$ cat src/hdl/packet_application_classifier_macros.svh
// Assertion helpers shared by the classifier modules
`ifndef PACKET_APPLICATION_CLASSIFIER_MACROS_SVH
`define PACKET_APPLICATION_CLASSIFIER_MACROS_SVH
// Check that a condition implies a consequence on the same edge
`define PAC_ASSERT_IMPL(lbl, clk, rst_n, a, b) \
    lbl: assert property (@(posedge clk) disable iff (!rst_n) (a) |-> (b)) \
        else $error("assertion failed");
// Check that a condition implies a consequence on the following edge
`define PAC_ASSERT_NEXT(lbl, clk, rst_n, a, b) \
    lbl: assert property (@(posedge clk) disable iff (!rst_n) (a) |=> (b)) \
        else $error("assertion failed");
`endif

$ cat src/hdl/pac_pkg.sv
package pac_pkg;
    localparam int MAX_PAYLOAD_DEF = 512;
    localparam int PREFIX_LEN = 20;
    localparam int WINDOW_LEN = 7;

    typedef struct packed {
        logic [2:0]  kind_flags;
        logic [7:0]  l4_proto;
        logic [15:0] src_port;
        logic [15:0] dst_port;
        logic        dns_ok;
        logic [7:0]  data_byte;
        logic        has_byte;
        logic        last_of_packet;
    } t_in_item;

    typedef struct packed {
        logic [4:0] application;
        logic [1:0] confidence;
    } t_out_item;

    // Front-to-back request: header, prefix-derived flags and markers
    typedef struct packed {
        logic [2:0]  kind_flags;
        logic [7:0]  l4_proto;
        logic [15:0] src_port;
        logic [15:0] dst_port;
        logic        dns_ok;
        logic        sig_bt;
        logic        n12_d;
        logic        sig_http;
        logic        sig_tls;
        logic        sig_quic;
        logic        sig_ssh;
        logic        sig_mqtt_hdr;
        logic [4:0]  markers;
    } t_req;

    localparam logic [4:0] APP_UNKNOWN = 5'd0, APP_TCP = 5'd1, APP_UDP = 5'd2,
        APP_ARP = 5'd3, APP_ICMP = 5'd4, APP_ICMP6 = 5'd5, APP_EAPOL = 5'd6,
        APP_WIFI = 5'd7, APP_DNS = 5'd8, APP_MDNS = 5'd9, APP_DHCP = 5'd10,
        APP_HTTP = 5'd11, APP_TLS = 5'd12, APP_QUIC = 5'd13, APP_SSDP = 5'd14,
        APP_NTP = 5'd15, APP_SSH = 5'd16, APP_FTP = 5'd17, APP_TELNET = 5'd18,
        APP_SMB = 5'd19, APP_MQTT = 5'd20, APP_BT = 5'd21, APP_DHT = 5'd22,
        APP_LLMNR = 5'd23, APP_NBNS = 5'd24, APP_SMTP = 5'd25, APP_IMAP = 5'd26,
        APP_POP3 = 5'd27;
    localparam logic [1:0] CONF_TRANSPORT = 2'd0, CONF_PORT = 2'd1, CONF_CONFIRMED = 2'd2;
    localparam logic [7:0] PROTO_ICMP = 8'd1, PROTO_TCP = 8'd6, PROTO_UDP = 8'd17,
        PROTO_ICMP6 = 8'd58;
endpackage

$ cat src/hdl/packet_application_classifier.sv
// After a packet's last item is accepted, its request is held in the queue, then
// the rule decoder writes the result into the output register.
// Throughput: one item per cycle while the request queue is not full.
// Reset: synchronous active-low; clears byte count, markers, queue and output valid.
module packet_application_classifier import pac_pkg::*; #(
    parameter int MAX_PAYLOAD = MAX_PAYLOAD_DEF
) (
    input  logic      i_clk,
    input  logic      i_rst_n,
    input  logic      i_valid,
    output logic      o_stall,
    input  t_in_item  i_item,
    output logic      o_valid,
    input  logic      i_stall,
    output t_out_item o_item
);
    // Front/back request link through a two-entry queue
    t_req f_req, q_req;
    logic f_valid, q_full, q_valid, q_pop;

    // Track bytes and signatures; push one request per packet end
    pac_front #(.MAX_PAYLOAD(MAX_PAYLOAD)) u_front (
        .i_clk, .i_rst_n, .i_valid, .o_stall, .i_item,
        .o_req_valid(f_valid), .i_req_full(q_full), .o_req(f_req)
    );

    // Hold pending requests so each side may stall on its own
    pac_queue u_queue (
        .i_clk, .i_rst_n, .i_push(f_valid), .i_data(f_req), .o_full(q_full),
        .o_valid(q_valid), .i_pop(q_pop), .o_data(q_req)
    );

    // Decode the rule priority and register the result
    pac_back u_back (
        .i_clk, .i_rst_n, .i_req_valid(q_valid), .i_req(q_req), .o_pop(q_pop),
        .o_valid, .i_stall, .o_item
    );
endmodule

$ cat src/hdl/pac_front.sv
module pac_front import pac_pkg::*; #(
    parameter int MAX_PAYLOAD = MAX_PAYLOAD_DEF,
    localparam int CW = $clog2(MAX_PAYLOAD + 1)
) (
    input  logic     i_clk,
    input  logic     i_rst_n,
    input  logic     i_valid,
    output logic     o_stall,
    input  t_in_item i_item,
    output logic     o_req_valid,
    input  logic     i_req_full,
    output t_req     o_req
);
    logic [CW-1:0] r_count, n_count;
    logic [7:0]    r_pre [PREFIX_LEN];
    logic [7:0]    r_win [WINDOW_LEN];
    logic [4:0]    r_mark, n_mark;
    logic          take, acc, last;
    logic [7:0]    b;
    logic [7:0]    p [PREFIX_LEN];
    logic [CW-1:0] n;
    logic [4:0]    hit;

    localparam logic [7:0] BT [19] = '{"B","i","t","T","o","r","r","e","n","t"," ",
        "p","r","o","t","o","c","o","l"};

    assign o_stall = i_req_full;
    assign acc  = i_valid && !i_req_full;
    assign b    = i_item.data_byte;
    assign last = i_item.last_of_packet;
    assign take = acc && i_item.has_byte && (r_count < CW'(MAX_PAYLOAD));

    function automatic logic pfx(input logic [7:0] a [PREFIX_LEN], input logic [CW-1:0] cnt,
                                 input logic [63:0] s, input int len);
        logic ok;
        ok = (cnt >= CW'(len));
        for (int i = 0; i < 8; i++)
            if (i < len && a[i] != s[63-8*i -: 8]) ok = 1'b0;
        return ok;
    endfunction

    always_comb begin
        hit = '0;
        hit[0] = r_count >= CW'(5) && r_win[0] == ":" && r_win[1] == "1" && r_win[2] == "y"
              && r_win[3] == ":" && r_win[4] == "1" && (b == "q" || b == "r");
        hit[1] = r_count >= CW'(5) && b == "T" && r_win[0] == "T" && r_win[1] == "Q"
              && r_win[2] == "M" && r_win[3] == 8'h04 && r_win[4] == 8'h00;
        hit[2] = r_count >= CW'(7) && b == "p" && r_win[0] == "d" && r_win[1] == "s"
              && r_win[2] == "I" && r_win[3] == "Q" && r_win[4] == "M"
              && r_win[5] == 8'h06 && r_win[6] == 8'h00;
        hit[3] = r_count >= CW'(3) && b == "B" && r_win[0] == "M" && r_win[1] == "S"
              && r_win[2] == 8'hFF;
        hit[4] = r_count >= CW'(3) && b == "B" && r_win[0] == "M" && r_win[1] == "S"
              && r_win[2] == 8'hFE;
        for (int i = 0; i < PREFIX_LEN; i++)
            p[i] = (take && r_count == CW'(i)) ? b : r_pre[i];
        n = r_count + CW'(take);
        n_mark = r_mark | (take ? hit : 5'd0);
        n_count = n;
        if (acc && last) begin
            n_count = '0;
            n_mark  = '0;
        end else if (!acc) begin
            n_count = r_count;
            n_mark  = r_mark;
        end
    end

    always_comb begin
        logic bt;
        bt = (n >= CW'(20)) && p[0] == 8'd19;
        for (int i = 0; i < 19; i++) if (p[i+1] != BT[i]) bt = 1'b0;
        o_req.kind_flags = i_item.kind_flags;
        o_req.l4_proto   = i_item.l4_proto;
        o_req.src_port   = i_item.src_port;
        o_req.dst_port   = i_item.dst_port;
        o_req.dns_ok     = i_item.dns_ok;
        o_req.sig_bt   = bt;
        o_req.n12_d    = n >= CW'(12) && p[0] == "d";
        o_req.sig_http = pfx(p, n, "GET     ", 4) || pfx(p, n, "POST    ", 5)
            || pfx(p, n, "PUT     ", 4) || pfx(p, n, "HEAD    ", 5)
            || pfx(p, n, "DELETE  ", 7) || pfx(p, n, "OPTIONS ", 8)
            || pfx(p, n, "PATCH   ", 6) || pfx(p, n, "CONNECT ", 8)
            || pfx(p, n, "HTTP/   ", 5);
        o_req.sig_tls  = n >= CW'(5) && p[0] >= 8'd20 && p[0] <= 8'd23 && p[1] == 8'd3
                      && p[2] <= 8'd4;
        o_req.sig_quic = n >= CW'(6) && p[0][7:6] == 2'b11
                      && (p[1] | p[2] | p[3] | p[4]) != 8'd0;
        o_req.sig_ssh  = pfx(p, n, "SSH-    ", 4);
        o_req.sig_mqtt_hdr = n >= CW'(8) && p[0][7:4] == 4'h1;
        o_req.markers  = r_mark | (take ? hit : 5'd0);
    end

    assign o_req_valid = acc && last;

    always_ff @(posedge i_clk) begin
        if (!i_rst_n) begin
            r_count <= '0;
            r_mark  <= '0;
        end else begin
            r_count <= n_count;
            r_mark  <= n_mark;
        end
        if (take) begin
            for (int i = 0; i < PREFIX_LEN; i++)
                if (r_count == CW'(i)) r_pre[i] <= b;
            r_win[0] <= b;
            for (int k = 1; k < WINDOW_LEN; k++) r_win[k] <= r_win[k-1];
        end
    end

    `include "packet_application_classifier_macros.svh"
    `PAC_ASSERT_NEXT(a_end_clears, i_clk, i_rst_n, acc && last, r_count == '0 && r_mark == '0)
    `PAC_ASSERT_IMPL(a_sat, i_clk, i_rst_n, 1'b1, r_count <= CW'(MAX_PAYLOAD))
    `PAC_ASSERT_NEXT(a_hold, i_clk, i_rst_n, !acc, r_count == $past(r_count))
endmodule

$ cat src/hdl/pac_queue.sv
module pac_queue import pac_pkg::*; (
    input  logic i_clk,
    input  logic i_rst_n,
    input  logic i_push,
    input  t_req i_data,
    output logic o_full,
    output logic o_valid,
    input  logic i_pop,
    output t_req o_data
);
    t_req       r_mem [2];
    logic       r_wp, r_rp;
    logic [1:0] r_cnt;

    assign o_full  = r_cnt == 2'd2;
    assign o_valid = r_cnt != 2'd0;
    assign o_data  = r_mem[r_rp];

    always_ff @(posedge i_clk) begin
        if (!i_rst_n) begin
            r_wp <= 1'b0;
            r_rp <= 1'b0;
            r_cnt <= '0;
        end else begin
            if (i_push) r_wp <= ~r_wp;
            if (i_pop) r_rp <= ~r_rp;
            r_cnt <= r_cnt + 2'(i_push) - 2'(i_pop);
        end
        if (i_push) r_mem[r_wp] <= i_data;
    end

    `include "packet_application_classifier_macros.svh"
    `PAC_ASSERT_IMPL(a_no_over, i_clk, i_rst_n, i_push, !o_full)
    `PAC_ASSERT_IMPL(a_no_under, i_clk, i_rst_n, i_pop, o_valid)
    `PAC_ASSERT_IMPL(a_cnt_range, i_clk, i_rst_n, 1'b1, r_cnt <= 2'd2)
endmodule

$ cat src/hdl/pac_back.sv
module pac_back import pac_pkg::*; (
    input  logic      i_clk,
    input  logic      i_rst_n,
    input  logic      i_req_valid,
    input  t_req      i_req,
    output logic      o_pop,
    output logic      o_valid,
    input  logic      i_stall,
    output t_out_item o_item
);
    logic      r_valid;
    t_out_item r_item, c;
    logic      sk_ok;

    function automatic logic pt(input t_req q, input logic [15:0] v);
        return q.src_port == v || q.dst_port == v;
    endfunction

    always_comb begin
        logic udp, hw;
        udp = i_req.l4_proto == PROTO_UDP;
        hw  = (i_req.src_port >= 16'd6881 && i_req.src_port <= 16'd6999)
           || (i_req.dst_port >= 16'd6881 && i_req.dst_port <= 16'd6999);
        c.confidence = CONF_CONFIRMED;
        c.application = APP_UNKNOWN;
        priority if (i_req.kind_flags[0]) c.application = APP_ARP;
        else if (i_req.kind_flags[1]) c.application = APP_EAPOL;
        else if (i_req.kind_flags[2]) c.application = APP_WIFI;
        else if (i_req.l4_proto == PROTO_ICMP) c.application = APP_ICMP;
        else if (i_req.l4_proto == PROTO_ICMP6) c.application = APP_ICMP6;
        else if (i_req.sig_bt) c.application = APP_BT;
        else if (udp && i_req.n12_d && i_req.markers[0]) c.application = APP_DHT;
        else if (i_req.sig_http) c.application = APP_HTTP;
        else if (i_req.sig_tls) c.application = APP_TLS;
        else if (udp && i_req.sig_quic && pt(i_req, 16'd443)) c.application = APP_QUIC;
        else if (i_req.sig_ssh) c.application = APP_SSH;
        else if (i_req.markers[4:3] != 2'd0) c.application = APP_SMB;
        else if (i_req.sig_mqtt_hdr && i_req.markers[2:1] != 2'd0) c.application = APP_MQTT;
        else if (i_req.dns_ok || pt(i_req, 16'd53) || pt(i_req, 16'd5353)) begin
            c.confidence = i_req.dns_ok ? CONF_CONFIRMED : CONF_PORT;
            c.application = pt(i_req, 16'd5353) ? APP_MDNS : APP_DNS;
        end else begin
            c.confidence = CONF_PORT;
            priority if (pt(i_req, 16'd67) || pt(i_req, 16'd68)) c.application = APP_DHCP;
            else if (pt(i_req, 16'd5355)) c.application = APP_LLMNR;
            else if (pt(i_req, 16'd137)) c.application = APP_NBNS;
            else if (pt(i_req, 16'd1900)) c.application = APP_SSDP;
            else if (pt(i_req, 16'd123)) c.application = APP_NTP;
            else if (pt(i_req, 16'd80) || pt(i_req, 16'd8080) || pt(i_req, 16'd8000))
                c.application = APP_HTTP;
            else if (pt(i_req, 16'd443) || pt(i_req, 16'd8443))
                c.application = udp ? APP_QUIC : APP_TLS;
            else if (pt(i_req, 16'd22)) c.application = APP_SSH;
            else if (pt(i_req, 16'd20) || pt(i_req, 16'd21)) c.application = APP_FTP;
            else if (pt(i_req, 16'd23)) c.application = APP_TELNET;
            else if (pt(i_req, 16'd139) || pt(i_req, 16'd445)) c.application = APP_SMB;
            else if (pt(i_req, 16'd1883) || pt(i_req, 16'd8883)) c.application = APP_MQTT;
            else if (hw) c.application = APP_BT;
            else if (pt(i_req, 16'd25) || pt(i_req, 16'd465) || pt(i_req, 16'd587))
                c.application = APP_SMTP;
            else if (pt(i_req, 16'd143) || pt(i_req, 16'd993)) c.application = APP_IMAP;
            else if (pt(i_req, 16'd110) || pt(i_req, 16'd995)) c.application = APP_POP3;
            else begin
                c.confidence = CONF_TRANSPORT;
                c.application = i_req.l4_proto == PROTO_TCP ? APP_TCP
                              : (udp ? APP_UDP : APP_UNKNOWN);
            end
        end
    end

    assign sk_ok   = !r_valid || !i_stall;
    assign o_pop   = i_req_valid && sk_ok;
    assign o_valid = r_valid;
    assign o_item  = r_item;

    always_ff @(posedge i_clk) begin
        if (!i_rst_n) r_valid <= 1'b0;
        else if (sk_ok) r_valid <= i_req_valid;
        if (o_pop) r_item <= c;
    end

    `include "packet_application_classifier_macros.svh"
    `PAC_ASSERT_NEXT(a_out_hold, i_clk, i_rst_n, r_valid && i_stall, r_valid && $stable(r_item))
    `PAC_ASSERT_NEXT(a_pop_loads, i_clk, i_rst_n, o_pop, r_valid)
    `PAC_ASSERT_NEXT(a_idle_drains, i_clk, i_rst_n, !i_req_valid && !i_stall, !r_valid)
endmodule
$ cat config.mk
export PLATFORM = sky130hd
export DESIGN_NAME = packet_application_classifier
export DESIGN_NICKNAME = d
export VERILOG_FILES = /design/src/hdl/pac_pkg.sv /design/src/hdl/packet_application_classifier.sv /design/src/hdl/pac_front.sv /design/src/hdl/pac_queue.sv /design/src/hdl/pac_back.sv
export VERILOG_INCLUDE_DIRS = /design/src /design/src/hdl
export SDC_FILE = /design/constraint.sdc
export NUM_CORES = 1
export LEC_CHECK = 0
export BUFFER_PORTS_ARGS = -buffer_cell sky130_fd_sc_hd__buf_2
export CAP_MARGIN = 10
export CELL_PAD_IN_SITES_DETAIL_PLACEMENT = 2
export CELL_PAD_IN_SITES_GLOBAL_PLACEMENT = 2
export CORE_AREA = 5 5 203 352
export DETAILED_ROUTE_END_ITERATION = 10
export DIE_AREA = 0 0 208 357
export GPL_ROUTABILITY_DRIVEN = 0
export PLACE_DENSITY = 0.56
export SLEW_MARGIN = 15
export SYNTH_ARGS = -nofsm -noshare
export SYNTH_HDL_FRONTEND = slang
export SYNTH_SLANG_ARGS = --single-unit
$ cat constraint.sdc
create_clock -name i_clk -period 5.1 [get_ports i_clk]
set_input_delay 0.51 -clock i_clk [delete_from_list [all_inputs] [get_ports i_clk]]
set_output_delay 0.51 -clock i_clk [all_outputs]
set_load 0.01 [all_outputs]
==> impl_results.md <==
- Fmax: between 0.2 and 0.25 GHz
- Final Util: 29.67%
- CP peak stage delay: approximately 0.65 ns
- Mapped cell area: roughly 0.018 mm²
- Synth async-reset ratio: 0%
- Avg WL per Cell: approximately 28 µm
- Mapped Cells: about 1.5k
- Worst hold-check path type: in -> reg
- Global-route wire length before repair: approximately 100 mm
- RSZ-0062 raised after global routing: no
- Class of the most critical setup path: reg -> reg
- CP bufs+invs: 1
- Vias in the first global route: 14.86k
- Initial Util: between 20% and 30%
- 1st-iter DRT viols: ~630
- Yosys Warn Count: 0
- Routed met3 length: 1.727 mm
- Max layer used: met4
- DP HPWL: around 53 mm
- Register bit total from synthesis: about 360
- Post-synth EDFFs: about 340
- WL met2: between 30 and 40 mm
- CP startpoint kind: register
- Maximum vdd drop: 274.7 µV
- Worst-path clk slew: 0.06 ns
- Run status: finished, final reports clean
- Num rows: 127
- Residual DRC: 0
- Initial antenna violation count: 2
- GRT Util Overall: between 10% and 20%
- Setup bufs post-CTS: 0
- Post-Route WL: a little under 70 mm
- CP delay by family, top: simple AND/OR/NAND/NOR gates
- Max-cap violations: 0
- Die height: around 360 µm
- Tmin final: ~4.3 ns
- Netlist cell types: between 80 and 90
- Vias: between 10k and 15k
- DR vias/cell: around 5.3
- Cell Pwr Density: 357.2 mW/mm²
- Final hold vios: 0
- Actual slew at the worst max-slew pin: around 1.1 ns
- M1 WL: ~23 mm
- Top cell type's share of synthesized area: 57.27%
- GRT overflow: 0
- Slowest-stage cell, CP: buf_4
- Chip Width: between 200 and 250 µm
- Die footprint: approximately 0.074 mm²
- Post-synthesis sequential area ratio: between 50 and 60%
- Num CTS Buffers: 39
- Syn Nets: roughly 1.6k
- IO Pins: 67
- Top cells by area, synth: edfxtp_1 (57%), nor2_1 (2.6%), dfxtp_1 (2.4%)
- Later-pin clock latency in the skew report: about 0.58 ns
- Buffers on Ports: 66
- Final #Nets: 1634
- CTS tree: yes
- Pins over their slew limit: 0
- Pleak: between 6 and 7 nW
- Worst EP required: approximately 5.4 ns
- Worst slew margin: roughly a quarter
- Hold Buf Count CTS: 0
- Share of layout cells above drive strength 1: ~14%
- CTS Sinks: between 300 and 400
- Fill cells: roughly 7.4k
- Critical Path End Type: register
- H-Tree Depth: 2
- Final ANT Viol Nets: 0
- Core area: a little under 0.07 mm²
- TritonRoute pass-1 iters: 4
- Crit-path cells: nand2b_1 > and3_2 > buf_4 > nand3_1 > o21ai_0 > nand4_1 > nor3_1 > nand4b_1 > nor4_1
- Synth-to-Final Area Change: 15.44%
- Ys flop type: edfxtp_1
- Area leader, netlist: edfxtp_1
- Final Cycle Share: between 80% and 90%
- Longest Clk Path Bufs: 3
- Largest net degree at the start of global routing: 70
- CTS Root Cell: clkbuf_16
- Crit path max fanout: 60
- Final hold slack: about 0.13 ns
- Most numerous cell in the Yosys netlist: edfxtp_1
- Pwr Total: about 7.2 mW
- Syn_area_per_cell: ~12 µm²
- Arrival @ worst endpoint: between 4 and 5 ns
- Setup Skew: roughly 0.027 ns
- N_diodes: 0
- # setup viols final: 0
- Fin Setup TNS: 0 ns
- Most frequent cells after synthesis: edfxtp_1 (335), nor2_1 (121), nand2_1 (109)
- Post-CTS resize count: 0
report_power, final:
| part | switching (mW) | internal (mW) | leakage [nW] | total (mW) |
|---|---|---|---|---|
| Clock | 1.18 | 1.52 | 0.574 | 2.70 |
| Sequential | 0.156 | 3.37 | 3.22 | 3.52 |
| Combinational | 0.691 | 0.334 | 2.51 | 1.02 |
| Total | 2.03 | 5.21 | 6.31 | 7.24 |
flip-flops by register name (all words and copies together) (netlist names), named ones only:
| name | flops |
|---|---|
| u_back.o_item | 7 |
| u_back.o_valid | 1 |
| u_front.r_count | 10 |
| u_front.r_mark | 5 |
| u_front.r_pre | 160 |
| u_front.r_win | 56 |
| u_queue.r_cnt | 2 |
| u_queue.r_mem | 112 |
| u_queue.r_rp | 1 |
| u_queue.r_wp | 1 |
cells by family (layout without fill, tap and decap cells):
logic type               count (synthesis)  count (layout)  share of synthesized area, %
multiplexers                            54              54                         3.191
adder cells (fa/ha/maj)                  4               4                        0.2850
AO/OA/AOI/OAI                          245             245                         9.866
XOR/XNOR                                14              14                        0.6981
flip-flops                             356             356                         59.67
buffers and inverters                   78             190                         1.809
AND/OR/NAND/NOR                        738             738                         24.48
cell type report:
| type | count | area [µm²] | share of cell area [%] |
|---|---|---|---|
| Tap cell | 903 | 1130 | 5.572 |
| Clock inverter | 17 | 133.9 | 0.6603 |
| Timing Repair Buffer | 102 | 613.1 | 3.024 |
| Inverter | 18 | 67.56 | 0.3332 |
| Multi-Input combinational cell | 1055 | 6788 | 33.48 |
| Sequential cell | 356 | 10480 | 51.71 |
| Clock buffer | 53 | 1060 | 5.227 |
per-layer routing:
metal / up-vias / GRT usage [%]
met5: - / 0
met4: 0 / 11.77
met3: 167 / 2.176
met2: 315 / 36.24
met1: 6765 / 17.04
li1: 6095 / -
cells in the final DEF, fill, tap and decap left out, drive strengths merged, types with 17 or more instances in the layout:
cell type | Yosys | layout
edfxtp | 335 | 335
nor2 | 121 | 121
nand2 | 109 | 109
buf | 21 | 102
nand3 | 75 | 75
nor3 | 70 | 70
clkbuf | 39 | 53
nor4 | 45 | 45
a21oi | 43 | 43
nand4 | 42 | 42
o21ai | 40 | 40
mux2i | 38 | 38
nand3b | 29 | 29
nand2b | 26 | 26
nor3b | 26 | 26
nor4b | 24 | 24
and2 | 22 | 22
dfxtp | 21 | 21
inv | 18 | 20
o22ai | 19 | 19
or3 | 17 | 17
and3 | 17 | 17
final timing paths:
path	startpoint	to	slack, ns	cells after the start
hold reg to reg	u_front.r_win[3][7]	u_front.r_win[4][7]	0.46	0
setup reg to reg	u_queue.r_cnt[0]	u_queue.r_mem[1][11]	0.83	9
hold / removal	i_item[31]	u_queue.r_mem[1][33]	0.13	1
setup / recovery	u_queue.r_cnt[0]	u_queue.r_mem[1][11]	0.83	9
stage by stage:
stage / instances / area [µm²] / setup slack (ns)
after global routing: 2504 / 20280 / 0.5587
after global placement: 2434 / 19080 / 1.128
after detailed placement: 2434 / 19080 / 0.7916
after CTS: 2504 / 20280 / 0.7929
final: 2504 / 20280 / 0.8290
after floorplan: 1489 / 17560 / 1.133
No activity file was read; power rests on OpenSTA's default activity.
